[src/rtl/clps_pkg.sv]
// Package for the character display sequencer: shared types, constants and command tables.
package clps_pkg;

    localparam int unsigned INIT_STEPS = 8;

    localparam logic [7:0] CLEAR_CMD   = 8'h01;
    localparam logic [7:0] CLEAR_DELAY = 8'd10;

    localparam logic [7:0] PULSE_RESET = 8'd10;
    localparam logic [7:0] CLEAR_RESET = 8'd99;
    localparam logic [7:0] POWER_RESET = 8'd17;

    // Configuration register indexes
    localparam logic [1:0] CFG_PULSE_WIDTH = 2'd0;
    localparam logic [1:0] CFG_CLEAR_CODE  = 2'd1;
    localparam logic [1:0] CFG_POWER_WAIT  = 2'd2;

    localparam logic ACT_TICK  = 1'b0;
    localparam logic ACT_WRITE = 1'b1;

    typedef struct packed {
        logic [7:0] data_bus;
        logic       reg_select;
        logic       read_write;
        logic       enable_line;
        logic       busy_res;
        logic       dropped;
    } result_t;

    // Init command for a step; steps past the table replay the last entry.
    function automatic logic [7:0] init_cmd(input logic [3:0] idx);
        logic [7:0] code;
        case (idx)
            4'd0:    code = 8'h30;
            4'd1:    code = 8'h30;
            4'd2:    code = 8'h30;
            4'd3:    code = 8'h38;
            4'd4:    code = 8'h08;
            4'd5:    code = 8'h01;
            4'd6:    code = 8'h06;
            default: code = 8'h0F;
        endcase
        return code;
    endfunction

    function automatic logic [7:0] init_delay(input logic [3:0] idx);
        logic [7:0] d;
        case (idx)
            4'd0:    d = 8'd5;
            4'd1:    d = 8'd2;
            default: d = 8'd1;
        endcase
        return d;
    endfunction

endpackage

[src/rtl/clps_if.sv]
// Valid/ready channel interfaces for the sequencer's input items and pin results.
interface clps_req_if;
    logic       valid;
    logic       ready;
    logic       action;
    logic [7:0] byte_value;

    modport source (output valid, output action, output byte_value, input ready);
    modport sink   (input valid, input action, input byte_value, output ready);
endinterface

interface clps_rsp_if;
    logic       valid;
    logic       ready;
    logic [7:0] data_bus;
    logic       reg_select;
    logic       read_write;
    logic       enable_line;
    logic       busy_res;
    logic       dropped;

    modport source (output valid, output data_bus, output reg_select, output read_write,
                    output enable_line, output busy_res, output dropped, input ready);
    modport sink   (input valid, input data_bus, input reg_select, input read_write,
                    input enable_line, input busy_res, input dropped, output ready);
endinterface

[src/rtl/char_lcd_parallel_sequencer_top.sv]
// Character display sequencer: init, clear and character-write timing on tick and write items.
//
// Usage: each transaction on req is one item: action 0 is a one millisecond tick,
// action 1 writes byte_value (the clear code sends a clear command, any other byte a
// character). Every item yields exactly one transaction on rsp carrying the pin levels
// after the item, busy_res, and dropped for a write that arrived while busy.
// An accepted item's result is registered into the result register, or into the skid register if one waits.
// Throughput is one item per cycle while req.ready is high; the state update is a single registered pass.
// A two-entry output stage (result register plus skid register) parts the channels:
// a new item is taken while one result waits, and req.ready drops only when both
// entries are full because rsp stalls.
// Configuration writes (cfg_we, cfg_index, cfg_data) take effect at the next edge.
// Reset: power-up wait phase, counters and pins at zero, registers at their defaults,
// output stage empty.
module char_lcd_parallel_sequencer_top
    import clps_pkg::*;
(
    input  logic       clk,
    input  logic       rst_n,
    input  logic       cfg_we,
    input  logic [1:0] cfg_index,
    input  logic [7:0] cfg_data,
    clps_req_if.sink   req,
    clps_rsp_if.source rsp
);

    typedef enum logic [3:0] {
        PH_POWER,
        PH_INIT_HI,
        PH_INIT_LO,
        PH_IDLE,
        PH_CLR_HI,
        PH_CLR_LO,
        PH_CH_SETUP,
        PH_CH_HIGH,
        PH_CH_LOW
    } phase_t;

    logic [7:0] pulse_width_reg, clear_code_reg, power_wait_reg;

    phase_t     phase_reg, phase_next;
    logic [7:0] wait_reg, wait_next;
    logic [3:0] index_reg, index_next;
    logic [7:0] latched_reg, latched_next;
    logic [7:0] pdata_reg, pdata_next;
    logic       prs_reg, prs_next;
    logic       prw_reg, prw_next;
    logic       pe_reg, pe_next;
    logic       drop;

    result_t    res_next, out_reg, skid_reg;
    logic       out_valid_reg, skid_valid_reg;
    logic       in_fire, out_fire;

    logic [7:0] target;
    logic [7:0] wait_inc;
    logic       done;

    assign req.ready = ~skid_valid_reg;
    assign in_fire   = req.valid & req.ready;
    assign out_fire  = out_valid_reg & rsp.ready;

    // Target of the current waiting phase; zero behaves like one.
    always_comb
    begin
        case (phase_reg)
            PH_POWER:   target = power_wait_reg;
            PH_INIT_HI: target = pulse_width_reg;
            PH_CLR_HI:  target = pulse_width_reg;
            PH_INIT_LO: target = init_delay(index_reg);
            PH_CLR_LO:  target = CLEAR_DELAY;
            default:    target = 8'd1;
        endcase
    end

    assign wait_inc = (wait_reg == 8'hFF) ? wait_reg : wait_reg + 8'd1;
    assign done     = (wait_inc >= target);

    always_comb
    begin
        phase_next   = phase_reg;
        wait_next    = wait_reg;
        index_next   = index_reg;
        latched_next = latched_reg;
        pdata_next   = pdata_reg;
        prs_next     = prs_reg;
        prw_next     = prw_reg;
        pe_next      = pe_reg;
        drop         = 1'b0;

        if (req.action == ACT_TICK)
        begin
            if (phase_reg != PH_IDLE)
                wait_next = done ? 8'd0 : wait_inc;
            case (phase_reg)
                PH_POWER:
                begin
                    if (done)
                    begin
                        index_next = 4'd0;
                        pdata_next = init_cmd(4'd0);
                        prs_next   = 1'b0;
                        prw_next   = 1'b0;
                        pe_next    = 1'b1;
                        phase_next = PH_INIT_HI;
                    end
                end
                PH_INIT_HI, PH_CLR_HI:
                begin
                    if (done)
                    begin
                        pe_next    = 1'b0;
                        phase_next = (phase_reg == PH_INIT_HI) ? PH_INIT_LO : PH_CLR_LO;
                    end
                end
                PH_INIT_LO:
                begin
                    if (done)
                    begin
                        if ({1'b0, index_reg} + 5'd1 < 5'(INIT_STEPS))
                        begin
                            index_next = index_reg + 4'd1;
                            pdata_next = init_cmd(index_reg + 4'd1);
                            prs_next   = 1'b0;
                            prw_next   = 1'b0;
                            pe_next    = 1'b1;
                            phase_next = PH_INIT_HI;
                        end
                        else
                        begin
                            phase_next = PH_IDLE;
                        end
                    end
                end
                PH_CLR_LO:
                begin
                    if (done)
                        phase_next = PH_IDLE;
                end
                PH_CH_SETUP:
                begin
                    if (done)
                    begin
                        pe_next    = 1'b1;
                        phase_next = PH_CH_HIGH;
                    end
                end
                PH_CH_HIGH:
                begin
                    if (done)
                    begin
                        pdata_next = latched_reg;
                        pe_next    = 1'b0;
                        phase_next = PH_CH_LOW;
                    end
                end
                PH_CH_LOW:
                begin
                    if (done)
                    begin
                        prs_next   = 1'b0;
                        prw_next   = 1'b1;
                        phase_next = PH_IDLE;
                    end
                end
                default:
                begin
                end
            endcase
        end
        else if (phase_reg != PH_IDLE)
        begin
            drop = 1'b1;
        end
        else
        begin
            latched_next = req.byte_value;
            wait_next    = 8'd0;
            if (req.byte_value == clear_code_reg)
            begin
                pdata_next = CLEAR_CMD;
                prs_next   = 1'b0;
                prw_next   = 1'b0;
                pe_next    = 1'b1;
                phase_next = PH_CLR_HI;
            end
            else
            begin
                prs_next   = 1'b1;
                prw_next   = 1'b0;
                phase_next = PH_CH_SETUP;
            end
        end

        res_next.data_bus    = pdata_next;
        res_next.reg_select  = prs_next;
        res_next.read_write  = prw_next;
        res_next.enable_line = pe_next;
        res_next.busy_res    = (phase_next != PH_IDLE);
        res_next.dropped     = drop;
    end

    always_ff @(posedge clk or negedge rst_n)
    begin
        if (!rst_n)
        begin
            pulse_width_reg <= PULSE_RESET;
            clear_code_reg  <= CLEAR_RESET;
            power_wait_reg  <= POWER_RESET;
            phase_reg       <= PH_POWER;
            wait_reg        <= 8'd0;
            index_reg       <= 4'd0;
            latched_reg     <= 8'd0;
            pdata_reg       <= 8'd0;
            prs_reg         <= 1'b0;
            prw_reg         <= 1'b0;
            pe_reg          <= 1'b0;
            out_valid_reg   <= 1'b0;
            skid_valid_reg  <= 1'b0;
        end
        else
        begin
            if (cfg_we)
            begin
                case (cfg_index)
                    CFG_PULSE_WIDTH: pulse_width_reg <= cfg_data;
                    CFG_CLEAR_CODE:  clear_code_reg  <= cfg_data;
                    CFG_POWER_WAIT:  power_wait_reg  <= cfg_data;
                    default:
                    begin
                    end
                endcase
            end

            if (in_fire)
            begin
                phase_reg   <= phase_next;
                wait_reg    <= wait_next;
                index_reg   <= index_next;
                latched_reg <= latched_next;
                pdata_reg   <= pdata_next;
                prs_reg     <= prs_next;
                prw_reg     <= prw_next;
                pe_reg      <= pe_next;
            end

            // Output stage: drain skid into the result register, else park a new result, else clear the taken result.
            if (skid_valid_reg)
            begin
                if (out_fire)
                begin
                    out_reg        <= skid_reg;
                    skid_valid_reg <= 1'b0;
                end
            end
            else if (in_fire)
            begin
                if (out_valid_reg && !out_fire)
                begin
                    skid_reg       <= res_next;
                    skid_valid_reg <= 1'b1;
                end
                else
                begin
                    out_reg       <= res_next;
                    out_valid_reg <= 1'b1;
                end
            end
            else if (out_fire)
            begin
                out_valid_reg <= 1'b0;
            end
        end
    end

    assign rsp.valid       = out_valid_reg;
    assign rsp.data_bus    = out_reg.data_bus;
    assign rsp.reg_select  = out_reg.reg_select;
    assign rsp.read_write  = out_reg.read_write;
    assign rsp.enable_line = out_reg.enable_line;
    assign rsp.busy_res    = out_reg.busy_res;
    assign rsp.dropped     = out_reg.dropped;

endmodule
[src/flat_wrapper.sv]
// flat-port wrapper written by rule: the top's interface ports become plain ports
module char_lcd_parallel_sequencer_top_flat import clps_pkg::*;
  (clk, rst_n, cfg_we, cfg_index, cfg_data, req_valid, req_action, req_byte_value, req_ready, rsp_valid, rsp_data_bus, rsp_reg_select, rsp_read_write, rsp_enable_line, rsp_busy_res, rsp_dropped, rsp_ready);
  clps_req_if req_i ();
  clps_rsp_if rsp_i ();
  input  logic clk;
  input  logic rst_n;
  input  logic cfg_we;
  input  logic [1:0] cfg_index;
  input  logic [7:0] cfg_data;
  input wire logic [$bits(req_i.valid)-1:0] req_valid;
  input wire logic [$bits(req_i.action)-1:0] req_action;
  input wire logic [$bits(req_i.byte_value)-1:0] req_byte_value;
  output wire logic [$bits(req_i.ready)-1:0] req_ready;
  output wire logic [$bits(rsp_i.valid)-1:0] rsp_valid;
  output wire logic [$bits(rsp_i.data_bus)-1:0] rsp_data_bus;
  output wire logic [$bits(rsp_i.reg_select)-1:0] rsp_reg_select;
  output wire logic [$bits(rsp_i.read_write)-1:0] rsp_read_write;
  output wire logic [$bits(rsp_i.enable_line)-1:0] rsp_enable_line;
  output wire logic [$bits(rsp_i.busy_res)-1:0] rsp_busy_res;
  output wire logic [$bits(rsp_i.dropped)-1:0] rsp_dropped;
  input wire logic [$bits(rsp_i.ready)-1:0] rsp_ready;
  assign req_i.valid = req_valid;
  assign req_i.action = req_action;
  assign req_i.byte_value = req_byte_value;
  assign req_ready = req_i.ready;
  assign rsp_valid = rsp_i.valid;
  assign rsp_data_bus = rsp_i.data_bus;
  assign rsp_reg_select = rsp_i.reg_select;
  assign rsp_read_write = rsp_i.read_write;
  assign rsp_enable_line = rsp_i.enable_line;
  assign rsp_busy_res = rsp_i.busy_res;
  assign rsp_dropped = rsp_i.dropped;
  assign rsp_i.ready = rsp_ready;
  char_lcd_parallel_sequencer_top u_core (.clk(clk), .rst_n(rst_n), .cfg_we(cfg_we), .cfg_index(cfg_index), .cfg_data(cfg_data), .req(req_i), .rsp(rsp_i));
endmodule
[config.mk]
export PLATFORM = sky130hd
export DESIGN_NAME = char_lcd_parallel_sequencer_top_flat
export DESIGN_NICKNAME = d
export VERILOG_FILES = /design/src/rtl/clps_pkg.sv /design/src/rtl/clps_if.sv /design/src/rtl/char_lcd_parallel_sequencer_top.sv /design/src/flat_wrapper.sv
export SDC_FILE = /design/constraint.sdc
export NUM_CORES = 1
export LEC_CHECK = 0
export BUFFER_PORTS_ARGS = -buffer_cell sky130_fd_sc_hd__buf_2
export CORE_ASPECT_RATIO = 0.8
export CORE_MARGIN = 3
export CORE_UTILIZATION = 55
export DETAILED_ROUTE_END_ITERATION = 8
export PLACE_DENSITY = 0.74
export SLEW_MARGIN = 10
export SYNTH_ARGS = -nofsm -noshare
export SYNTH_HDL_FRONTEND = slang
export SYNTH_SLANG_ARGS = --single-unit
[constraint.sdc]
create_clock -name clk -period 3.99 [get_ports clk]
set_clock_uncertainty 0.1 [all_clocks]
set_input_delay 0.399 -clock clk [delete_from_list [all_inputs] [get_ports clk]]
set_output_delay 0.399 -clock clk [all_outputs]
set_load 0.1 [all_outputs]
==> results of run 1 <==
## final cells by class
| class | count | area [µm²] |
|---|---|---|
| Clock inverter | 4 | 33.8 |
| Multi-Input combinational cell | 369 | 2590 |
| Inverter | 14 | 52.6 |
| Tap cell | 112 | 140 |
| Sequential cell | 87 | 2320 |
| Fill cell | 690 | 3020 |
| Clock buffer | 12 | 278 |
| Timing Repair Buffer | 49 | 273 |
## metal layers
metal	vias to the layer above	global-route usage, %
met5	-	0
met4	0	7.71
met3	34	7.72
met2	211	37.7
met1	2037	35.8
li1	1897	-
## power by group
part | internal (mW) | switching, mW
sequential | 1.17 | 0.203
combinational | 0.601 | 1.17
clock | 0.501 | 0.362
total | 2.28 | 1.74
## how the worst min path moves through the flow
stage                     cells after the start  slack (ns)                  endpoint                start
after global placement                        1        0.39       u_core.pdata_reg[4]  u_core.pdata_reg[4]
final                                         2        0.14     u_core.latched_reg[0]                rst_n
after global routing                          2        0.17     u_core.skid_valid_reg            rsp_ready
after floorplan                               0       0.003  u_core.clear_code_reg[2]                rst_n
after detailed placement                      1        0.39       u_core.pdata_reg[5]  u_core.pdata_reg[5]
after CTS                                     2        0.15     u_core.skid_valid_reg            rsp_ready
## logic make-up after synthesis
kind of cell    share of synthesized area (%)
compound gates                           17.4
xor+xnor                                 2.26
fa+ha+maj                                3.97
buf+inv                                  2.73
flops                                    46.0
mux                                      12.1
simple gates                             15.6
## critical path: cells and delay by family, from the launching register on
family,cells,cell delay [ns]
AOI/OAI and AO/OA,4,1.11
muxes,1,0.28
adders and majority gates,1,0.32
and+or+nand+nor,5,1.23
DFF,1,0.60
## what timing repair did
| action | in CTS | in global routing |
|---|---|---|
| endpoints found under the setup margin | 0 | 6 |
| hold buffers | 0 | 0 |
| gates resized for setup | 0 | 2 |
## cells in the mapped netlist, types with 2 or more instances
cell type | count | area (µm²)
a31oi_1 | 7 | 43.8
mux2_4 | 3 | 45.0
edfxtp_1 | 26 | 781
a32o_1 | 4 | 40.0
o311ai_0 | 2 | 17.5
nor2b_1 | 7 | 43.8
o21a_1 | 4 | 30.0
a22oi_1 | 7 | 52.6
clkbuf_1 | 14 | 52.6
and3_1 | 3 | 18.8
buf_2 | 2 | 10.0
and2_1 | 4 | 25.0
nand4_1 | 2 | 12.5
ha_1 | 16 | 200
inv_1 | 13 | 48.8
a22o_1 | 11 | 96.3
nand2_1 | 54 | 203
a21oi_1 | 25 | 125
or3_1 | 3 | 18.8
xor2_1 | 9 | 78.8
buf_6 | 2 | 22.5
nand3_1 | 7 | 35.0
o31a_1 | 2 | 17.5
o21ai_1 | 8 | 40.0
o211ai_1 | 7 | 52.6
nor3_2 | 5 | 50.1
dfstp_2 | 8 | 210
a21o_1 | 3 | 22.5
a32oi_1 | 3 | 26.3
nor3_1 | 12 | 60.1
nand3b_1 | 2 | 15.0
mux2_2 | 43 | 484
xnor2_1 | 4 | 35.0
mux2i_1 | 8 | 80.1
nand2b_1 | 4 | 25.0
o22ai_1 | 3 | 18.8
dfrtp_1 | 53 | 1330
nor2_1 | 35 | 131
nor4_1 | 4 | 25.0
o21ai_0 | 33 | 165
o31ai_1 | 3 | 22.5
## cells in the final DEF, fill, tap and decap left out, types with 3 or more instances in the layout
cell / Yosys / layout
a31oi_1: 7 / 7
mux2_4: 3 / 3
a22o_1: 11 / 11
nand2_1: 54 / 54
edfxtp_1: 26 / 26
ha_1: 16 / 16
nand3_1: 7 / 7
nand2b_1: 4 / 4
inv_1: 13 / 13
buf_2: 2 / 38
or3_1: 3 / 3
a32o_1: 4 / 4
xor2_1: 9 / 9
o211ai_1: 7 / 7
nor4_1: 4 / 4
and2_1: 4 / 4
o21ai_1: 8 / 8
a21o_1: 3 / 3
buf_4: 0 / 11
dfstp_2: 8 / 8
o21ai_0: 33 / 33
and3_1: 3 / 3
nor3_1: 12 / 12
xnor2_1: 4 / 4
a22oi_1: 7 / 7
o22ai_1: 3 / 3
nor3_2: 5 / 5
dfrtp_1: 53 / 53
a32oi_1: 3 / 3
nor2_1: 35 / 34
a21oi_1: 25 / 24
mux2i_1: 8 / 8
nor2b_1: 7 / 7
mux2_2: 43 / 43
clkbuf_16: 0 / 10
o21a_1: 4 / 4
o31ai_1: 3 / 3
==> results.cfg, run 1 <==
[hold_path]
hold_class = input port to async pin

[critical_path]
cpPeakStageDelay_ns = 0.60
startpoint = u_core.phase_reg[0]
critPathSlowestCell = dfrtp_1
cpMostUsedCell = o21ai_1
end_kind = flip-flop
start_kind = flip-flop
r2r_cells = 11
cp.arrival_ns = 3.87
timing.rr.start = u_core.phase_reg[0]
r2r_end = u_core.rsp.data_bus[4]
crit_end = u_core.rsp.data_bus[4]
path_cells = or3_1, nor2_1, a32oi_1, ha_1, nor3_1, or2_1, o21ai_1, nand2_2, o41ai_2, o21ai_1, mux2_2
crit_type = flip-flop to flip-flop
cp.required_ns = 3.98
r2r_slack_ns = 0.12
crit_fanout = 17

[synth]
yosysWarningCount = 0
syn_area_um2 = 5040
ys_seq_area_share_pct = 46.0
syn_inst = 488
synth_fp_nets = 528
synthArstFlopShare_pct = 70.1
syn_avg_cell_area_um2 = 10.3
synth_cell_type_count = 64
synth_flop_cell = dfrtp_1
synth-edff-count = 26
ys_ff_latch = 87

[detailed_routing]
drt-pass1-iter-count = 5
wirelength_um = 12800
drc = 0
ant_nets = 0
wl_per_cell_um = 19.8
met2_length_um = 5690
routed_via_density = 6.46
drt-met1-wl_um = 5670
drtIter0Drc = 449
wl_met3_um = 1150
maxUsedRoutingLayer = met4
vias = 4179

[floorplanning]
initial_core_util_pct = 57.9
rows = 30
dieArea_um2 = 10400
coreArea_um2 = 8710
io_pins = 39
die_h_um = 91.6
die_w_um = 113

[timing]
finalSetupViolCount = 0
min_period_over_period_pct = 97.1
setup_ws_ns = 0.115
max_slew_margin_pct = 18.9
rsz0062_at_grt = true
min_period_ns = 3.87
hold_viol = 0
max_freq_ghz = 0.258
slew_viol_final = 0
finalSetupTns_ns = 0
hold_slack_ns = 0.140
worst_slew_pin_slew_ns = 1.21

[power_and_ir_drop]
power_mw = 4.01
power_leakage_nw = 2.38
peakVddDrop_mv = 0.506
powerDensity_nw_per_um2 = 706

[placed_design]
place_ws_ns = 0.159
dp_hpwl_um = 9240
io_buffers = 38
dp_cells = 631
placed_area_um2 = 5370
gp_congestion = 0.906

[global_routing]
grt_pass1_vias = 4045
grt_pass1_wl_um = 21000
grt_overflow = 0
antenna_found_initial = 0
grt_use_total_pct = 25.4
grt_max_degree = 63

[clocking]
cts.sinks = 87
ctsLongestPathBuffers = 2
clk_pin_slew_ns = 0.07
cts_setup_buffers = 0
cts-htree-levels = 3
cts-root-buf = clkbuf_16
cts-buffers-inserted = 9
clk-insertion-delay-late_ns = 0.34
cts_tree = done

[cells_and_area]
syn2layout_area_growth_pct = 12.8
post-route-util_pct = 65.3
largest_register_ffs = 13
layout-drive-gt1-share_pct = 25.8
diodes = 0
fin_nets = 570
stdcell_count = 647
final_area_um2 = 5690

[outcome]
status = finished, final reports clean

[job]
drv_cap = 0
Note: power is estimated with default switching activity, not from simulation.
==> run 2: changes to the inputs <==
--- a/config.mk
+++ b/config.mk
@@ -9,6 +9,7 @@
 export CORE_ASPECT_RATIO = 0.8
 export CORE_MARGIN = 3
 export CORE_UTILIZATION = 55
+export CTS_BUF_LIST = sky130_fd_sc_hd__clkbuf_8
 export DETAILED_ROUTE_END_ITERATION = 8
 export PLACE_DENSITY = 0.74
 export SLEW_MARGIN = 10
==> constraint.sdc (replaced) <==
create_clock -name clk -period 5 [get_ports clk]
set_clock_uncertainty 0.1 [all_clocks]
set_input_delay 0.5 -clock clk [delete_from_list [all_inputs] [get_ports clk]]
set_output_delay 0.5 -clock clk [all_outputs]
set_load 0.1 [all_outputs]
==> run 2 against run 1 <==
Combinational power down 23%. Cell count down 1.1%. Sequential power down 20%. Maximum frequency down 7.8%. Clock-buffer cell count down 2. Worst setup slack better by 0.68 ns. Largest cell class unchanged. Highest routed layer unchanged.
==> results.cfg, run 2 (synthesized netlist as in run 1, its figures left out) <==
[global_routing]
grt_pass1_wl_um = 19500
grt_use_total_pct = 23.9
antenna_found_initial = 0
grt_pass1_vias = 3807
grt_max_degree = 63
grt_overflow = 0

[power_and_ir_drop]
switchingPower_mw = 1.32
power_leakage_nw = 2.29
seqPwrFrac_pct = 37.8
powerDensity_nw_per_um2 = 530
p_comb_share_pct = 47.1
p_int_mw = 1.59
swShare_pct = 45.3
clkPwrFrac_pct = 15.1
peakVddDrop_mv = 0.499

[critical_path]
cpPeakStageDelay_ns = 0.72
r2r_cells = 13
crit_fanout = 23
end_kind = flip-flop
critPathSlowestCell = dfrtp_1
cp.arrival_ns = 4.22
cp.required_ns = 5.01
crit_type = flip-flop to flip-flop
start_kind = flip-flop
path_cells = inv_1, nor2_1, nand2_1, o21ai_0, nand2_1, ha_1, o21ai_1, or2_1, o21ai_1, o2111ai_2, and2_1, a21o_1, mux2_4

[hold_path]
hold-path-cell-count = 2
hold_class = input port to flip-flop

[placed_design]
dp_hpwl_um = 8700
dp_cells = 624
io_buffers = 38
gp_congestion = 0.889
place_ws_ns = 0.894
placed_area_um2 = 5320

[timing]
worst_slew_pin_slew_ns = 1.19
min_period_over_period_pct = 84.1
finalSetupViolCount = 0
hold_slack_ns = 0.239
setup_ws_ns = 0.795
min_period_ns = 4.20
rsz0062_at_grt = false
slew_viol_final = 0
finalSetupTns_ns = 0
max_freq_ghz = 0.238
hold_viol = 0
max_slew_margin_pct = 20.3

[cells_and_area]
stdcell_count = 640
fin_nets = 563
diodes = 0
syn2layout_area_growth_pct = 8.93
fill_cells = 726
register_area_um2 = 2320
multi_input_area_um2 = 2590
layout_common_cells = nand2_1, dfrtp_1, mux2_2, buf_2, nor2_1
final_area_um2 = 5490
mostFrequentLayoutCell = nand2_1
layout-drive-gt1-share_pct = 23.9
largest_register_ffs = 13

[clocking]
cts_tree = done
clk-insertion-delay-late_ns = 0.36
cts-htree-levels = 3
cts-root-buf = clkbuf_8
ctsLongestPathBuffers = 2
cts.sinks = 87
hold_buffers = 0
clk_pin_slew_ns = 0.09
cts_setup_buffers = 0
cts_resized = 0
cts-buffers-inserted = 9

[detailed_routing]
drc = 0
wl_per_cell_um = 18.6
drt-pass1-iter-count = 5
ant_nets = 0
wirelength_um = 11900
vias = 3974
drtIter0Drc = 430
routed_via_density = 6.21

[outcome]
status = finished, final reports clean

[floorplanning]
initial_core_util_pct = 57.9
die_h_um = 91.6
dieArea_um2 = 10400
die_w_um = 113
coreArea_um2 = 8710
io_pins = 39
rows = 30

[job]
drv_cap = 0
run 2: cell count changes in the layout (fill, tap and decap cells not counted), sizes merged:
cell and delta:
buf -7, clkbuf -2, inv +2
run 2: area by class of cell:
cell class,count,area share [%]
Timing Repair Buffer,42,4.01
Tap cell,112,2.55
Inverter,14,0.957
Sequential cell,87,42.2
Multi-Input combinational cell,369,47.1
Clock buffer,10,2.51
Clock inverter,6,0.683
run 2: final timing paths:
check                      slack (ns)                       end                start
setup / recovery                 0.80    u_core.rsp.data_bus[7]  u_core.phase_reg[2]
hold / removal                   0.24     u_core.skid_valid_reg            rsp_ready
setup reg to reg                 0.80    u_core.rsp.data_bus[7]  u_core.phase_reg[2]
hold reg to reg                  0.41       u_core.pdata_reg[5]  u_core.pdata_reg[5]
max in group asynchronous        4.02       u_core.pdata_reg[0]                rst_n
min in group asynchronous        0.25  u_core.clear_code_reg[3]                rst_n
run 2: per-layer routing:
layer  vias to the layer above  track usage [%]  routed length, µm
li1                       1882                -                  -
met5                         -                0                  0
met3                        16             4.42                879
met4                         0             6.61                146
met1                      1913             35.4               5620
met2                       163             35.9               5270
run 2: power by group through the flow:
stage | registers, mW | logic, mW | clock network [mW]
after floorplan | 1.25 | 0.903 | 0
after global placement | 1.10 | 1.31 | 0
after detailed placement | 1.11 | 1.35 | 0
after CTS | 1.10 | 1.36 | 0.456
after global routing | 1.12 | 1.50 | 0.491
final | 1.10 | 1.37 | 0.440
run 2: critical path, delay by kind of cell, from the launching register on:
kind            cells  cell delay [ns]
mux                 1             0.26
fa+ha+maj           1             0.30
compound gates      5             1.13
buf+inv             1             0.33
flops               1             0.72
simple gates        5             1.09
run 2: metrics by stage:
stage	utilization, %	power, mW
detailed placement	61.1	2.46
finish	63.1	2.91
floorplan	-	2.15
global placement	61.1	2.42
global route	63.1	3.11
CTS	63.1	2.91
==> run 3: changes to the inputs <==
--- a/config.mk
+++ b/config.mk
@@ -11,7 +11,7 @@
 export CORE_UTILIZATION = 55
 export CTS_BUF_LIST = sky130_fd_sc_hd__clkbuf_8
 export DETAILED_ROUTE_END_ITERATION = 8
-export PLACE_DENSITY = 0.74
+export PLACE_DENSITY = 0.77
 export SLEW_MARGIN = 10
 export SYNTH_ARGS = -nofsm -noshare
 export SYNTH_HDL_FRONTEND = slang
==> constraint.sdc (replaced) <==
create_clock -name clk -period 3.6 [get_ports clk]
set_clock_uncertainty 0.1 [all_clocks]
set_input_delay 0.36 -clock clk [delete_from_list [all_inputs] [get_ports clk]]
set_output_delay 0.36 -clock clk [all_outputs]
set_load 0.1 [all_outputs]
==> run 3 against run 2 <==
Maximum frequency grew 21%. Non-clock buffer count grew 25. Clock-buffer cell count is the same. Routed wire length grew 4.1%. Sequential power grew 36%. Clock power grew 63%. Combinational power grew 55%. Utilization grew 3.1 points. Via count grew 4.5%. Critical path depth shrank 1. Worst hold slack lost 0.14 ns.
==> results.cfg, run 3 (synthesized netlist as in run 1, its figures left out) <==
[clocking]
cts_setup_buffers = 0
clk_pin_slew_ns = 0.09
cts-buffers-inserted = 9
cts-htree-levels = 3
ctsLongestPathBuffers = 2
cts-root-buf = clkbuf_8
cts.sinks = 87
clk-insertion-delay-late_ns = 0.37
hold_buffers = 0
cts_tree = done

[global_routing]
grt_busiest_layer = met2
use_met1_pct = 36.9
grt_use_total_pct = 25.0
grt_pass1_wl_um = 20400
grt_max_degree = 62
met2_usage_pct = 37.8
grt_overflow = 0
grt_use_met3_pct = 4.95
antenna_found_initial = 0
grt_pass1_vias = 4046

[cells_and_area]
fin_nets = 588
mostFrequentLayoutCell = nand2_1
largest_register_ffs = 13
final_area_um2 = 5760
layout-drive-gt1-share_pct = 30.2
stdcell_count = 665
syn2layout_area_growth_pct = 14.3
layout_common_cells = nand2_1, dfrtp_1, mux2_2, buf_2, nor2_1
diodes = 0

[floorplanning]
coreArea_um2 = 8710
die_h_um = 91.6
initial_core_util_pct = 57.9
io_pins = 39
die_w_um = 113
dieArea_um2 = 10400
rows = 30

[power_and_ir_drop]
power_leakage_nw = 2.42
seqPwrFrac_pct = 34.6
peakVddDrop_mv = 0.560
powerDensity_nw_per_um2 = 753
p_comb_share_pct = 48.9
swShare_pct = 43.9
clkPwrFrac_pct = 16.5
power_mw = 4.34
p_int_mw = 2.43
switchingPower_mw = 1.91

[critical_path]
timing.rr.start = u_core.wait_reg[4]
r2r_slack_ns = 0.13
end_kind = flip-flop
cp.required_ns = 3.61
cp.arrival_ns = 3.48
r2r_cells = 12
start_kind = flip-flop
r2r_end = u_core.rsp.busy_res
crit_fanout = 8
crit_type = flip-flop to flip-flop

[timing]
setup_ws_ns = 0.135
finalSetupViolCount = 0
min_period_ns = 3.47
max_freq_ghz = 0.289
min_period_over_period_pct = 96.3
hold_slack_ns = 0.0964
hold_viol = 0
slew_viol_final = 0
worst_slew_pin_slew_ns = 0.816
max_slew_margin_pct = 45.6

[placed_design]
dp_cells = 649
gp_congestion = 0.941
io_buffers = 38
placed_area_um2 = 5510
place_ws_ns = 0.00680
dp_hpwl_um = 9120

[hold_path]
hold-path-cell-count = 2
hold_class = input port to flip-flop
hold-path-endpoint = u_core.skid_valid_reg
min_from = rsp_ready

[detailed_routing]
wirelength_um = 12400
drc = 0
vias = 4151
ant_nets = 0
wl_per_cell_um = 18.7
drtIter0Drc = 415
drt-pass1-iter-count = 5
routed_via_density = 6.24

[job]
drv_cap = 0

[outcome]
status = finished, final reports clean
[run 3: final cells by class]
| class | count | area, µm² |
|---|---|---|
| flip-flops and latches | 87 | 2320 |
| well taps | 112 | 140 |
| fillers | 698 | 2940 |
| clock inverters | 6 | 73.8 |
| inverters | 14 | 52.6 |
| multi-input cells | 369 | 2630 |
| repair buffers | 67 | 408 |
| clock buffers | 10 | 138 |
[run 3: critical path: stages (launching register included)]
cell      delay [ns]
dfrtp_1         0.43
and3_1          0.24
and3_1          0.24
nand2_1         0.12
mux2_2          0.35
ha_1            0.27
inv_1           0.04
o21a_1          0.20
o21a_2          0.27
or3_1           0.37
a31oi_1         0.16
o211ai_1        0.14
mux2_2          0.28
[run 3: per-stage QoR]
stage | util [%] | TNS (ns)
detailed placement | 63.2 | 0
global route | 66.2 | -0.0332
finish | 66.2 | 0
global placement | 63.2 | 0
CTS | 65.7 | 0
floorplan | - | 0
[run 3: metal layers]
metal	up-vias	wire, µm
li1	1927	-
met1	2000	5590
met2	199	5620
met3	25	1030
met4	0	180
met5	-	0
[run 3: worst max path at each step]
stage | startpoint | end | slack [ns] | cells past startpoint
after floorplan | u_core.phase_reg[0] | u_core.rsp.data_bus[6] | 0.08 | 14
after global placement | u_core.wait_reg[4] | u_core.rsp.data_bus[6] | 0.13 | 12
after detailed placement | u_core.wait_reg[4] | u_core.rsp.data_bus[7] | 0.007 | 12
after CTS | u_core.wait_reg[1] | u_core.rsp.data_bus[7] | 0.09 | 12
after global routing | u_core.wait_reg[4] | u_core.rsp.busy_res | -0.02 | 12
final | u_core.wait_reg[4] | u_core.rsp.busy_res | 0.13 | 12
[run 3: power groups by stage]
stage / registers (mW) / logic [mW] / clock network (mW)
2_1_floorplan: 1.73 / 1.26 / 0
5_1_grt: 1.53 / 2.31 / 0.778
3_3_place_gp: 1.49 / 2.03 / 0
3_5_place_dp: 1.51 / 2.06 / 0
4_1_cts: 1.49 / 2.07 / 0.737
6_report: 1.50 / 2.12 / 0.718
[run 3: repair_timing]
action | 4_1_cts | 5_1_grt
pin swaps | 0 | 3
endpoints found under the setup margin | 2 | 12
resized for setup | 1 | 16
hold endpoints to repair | 0 | 0
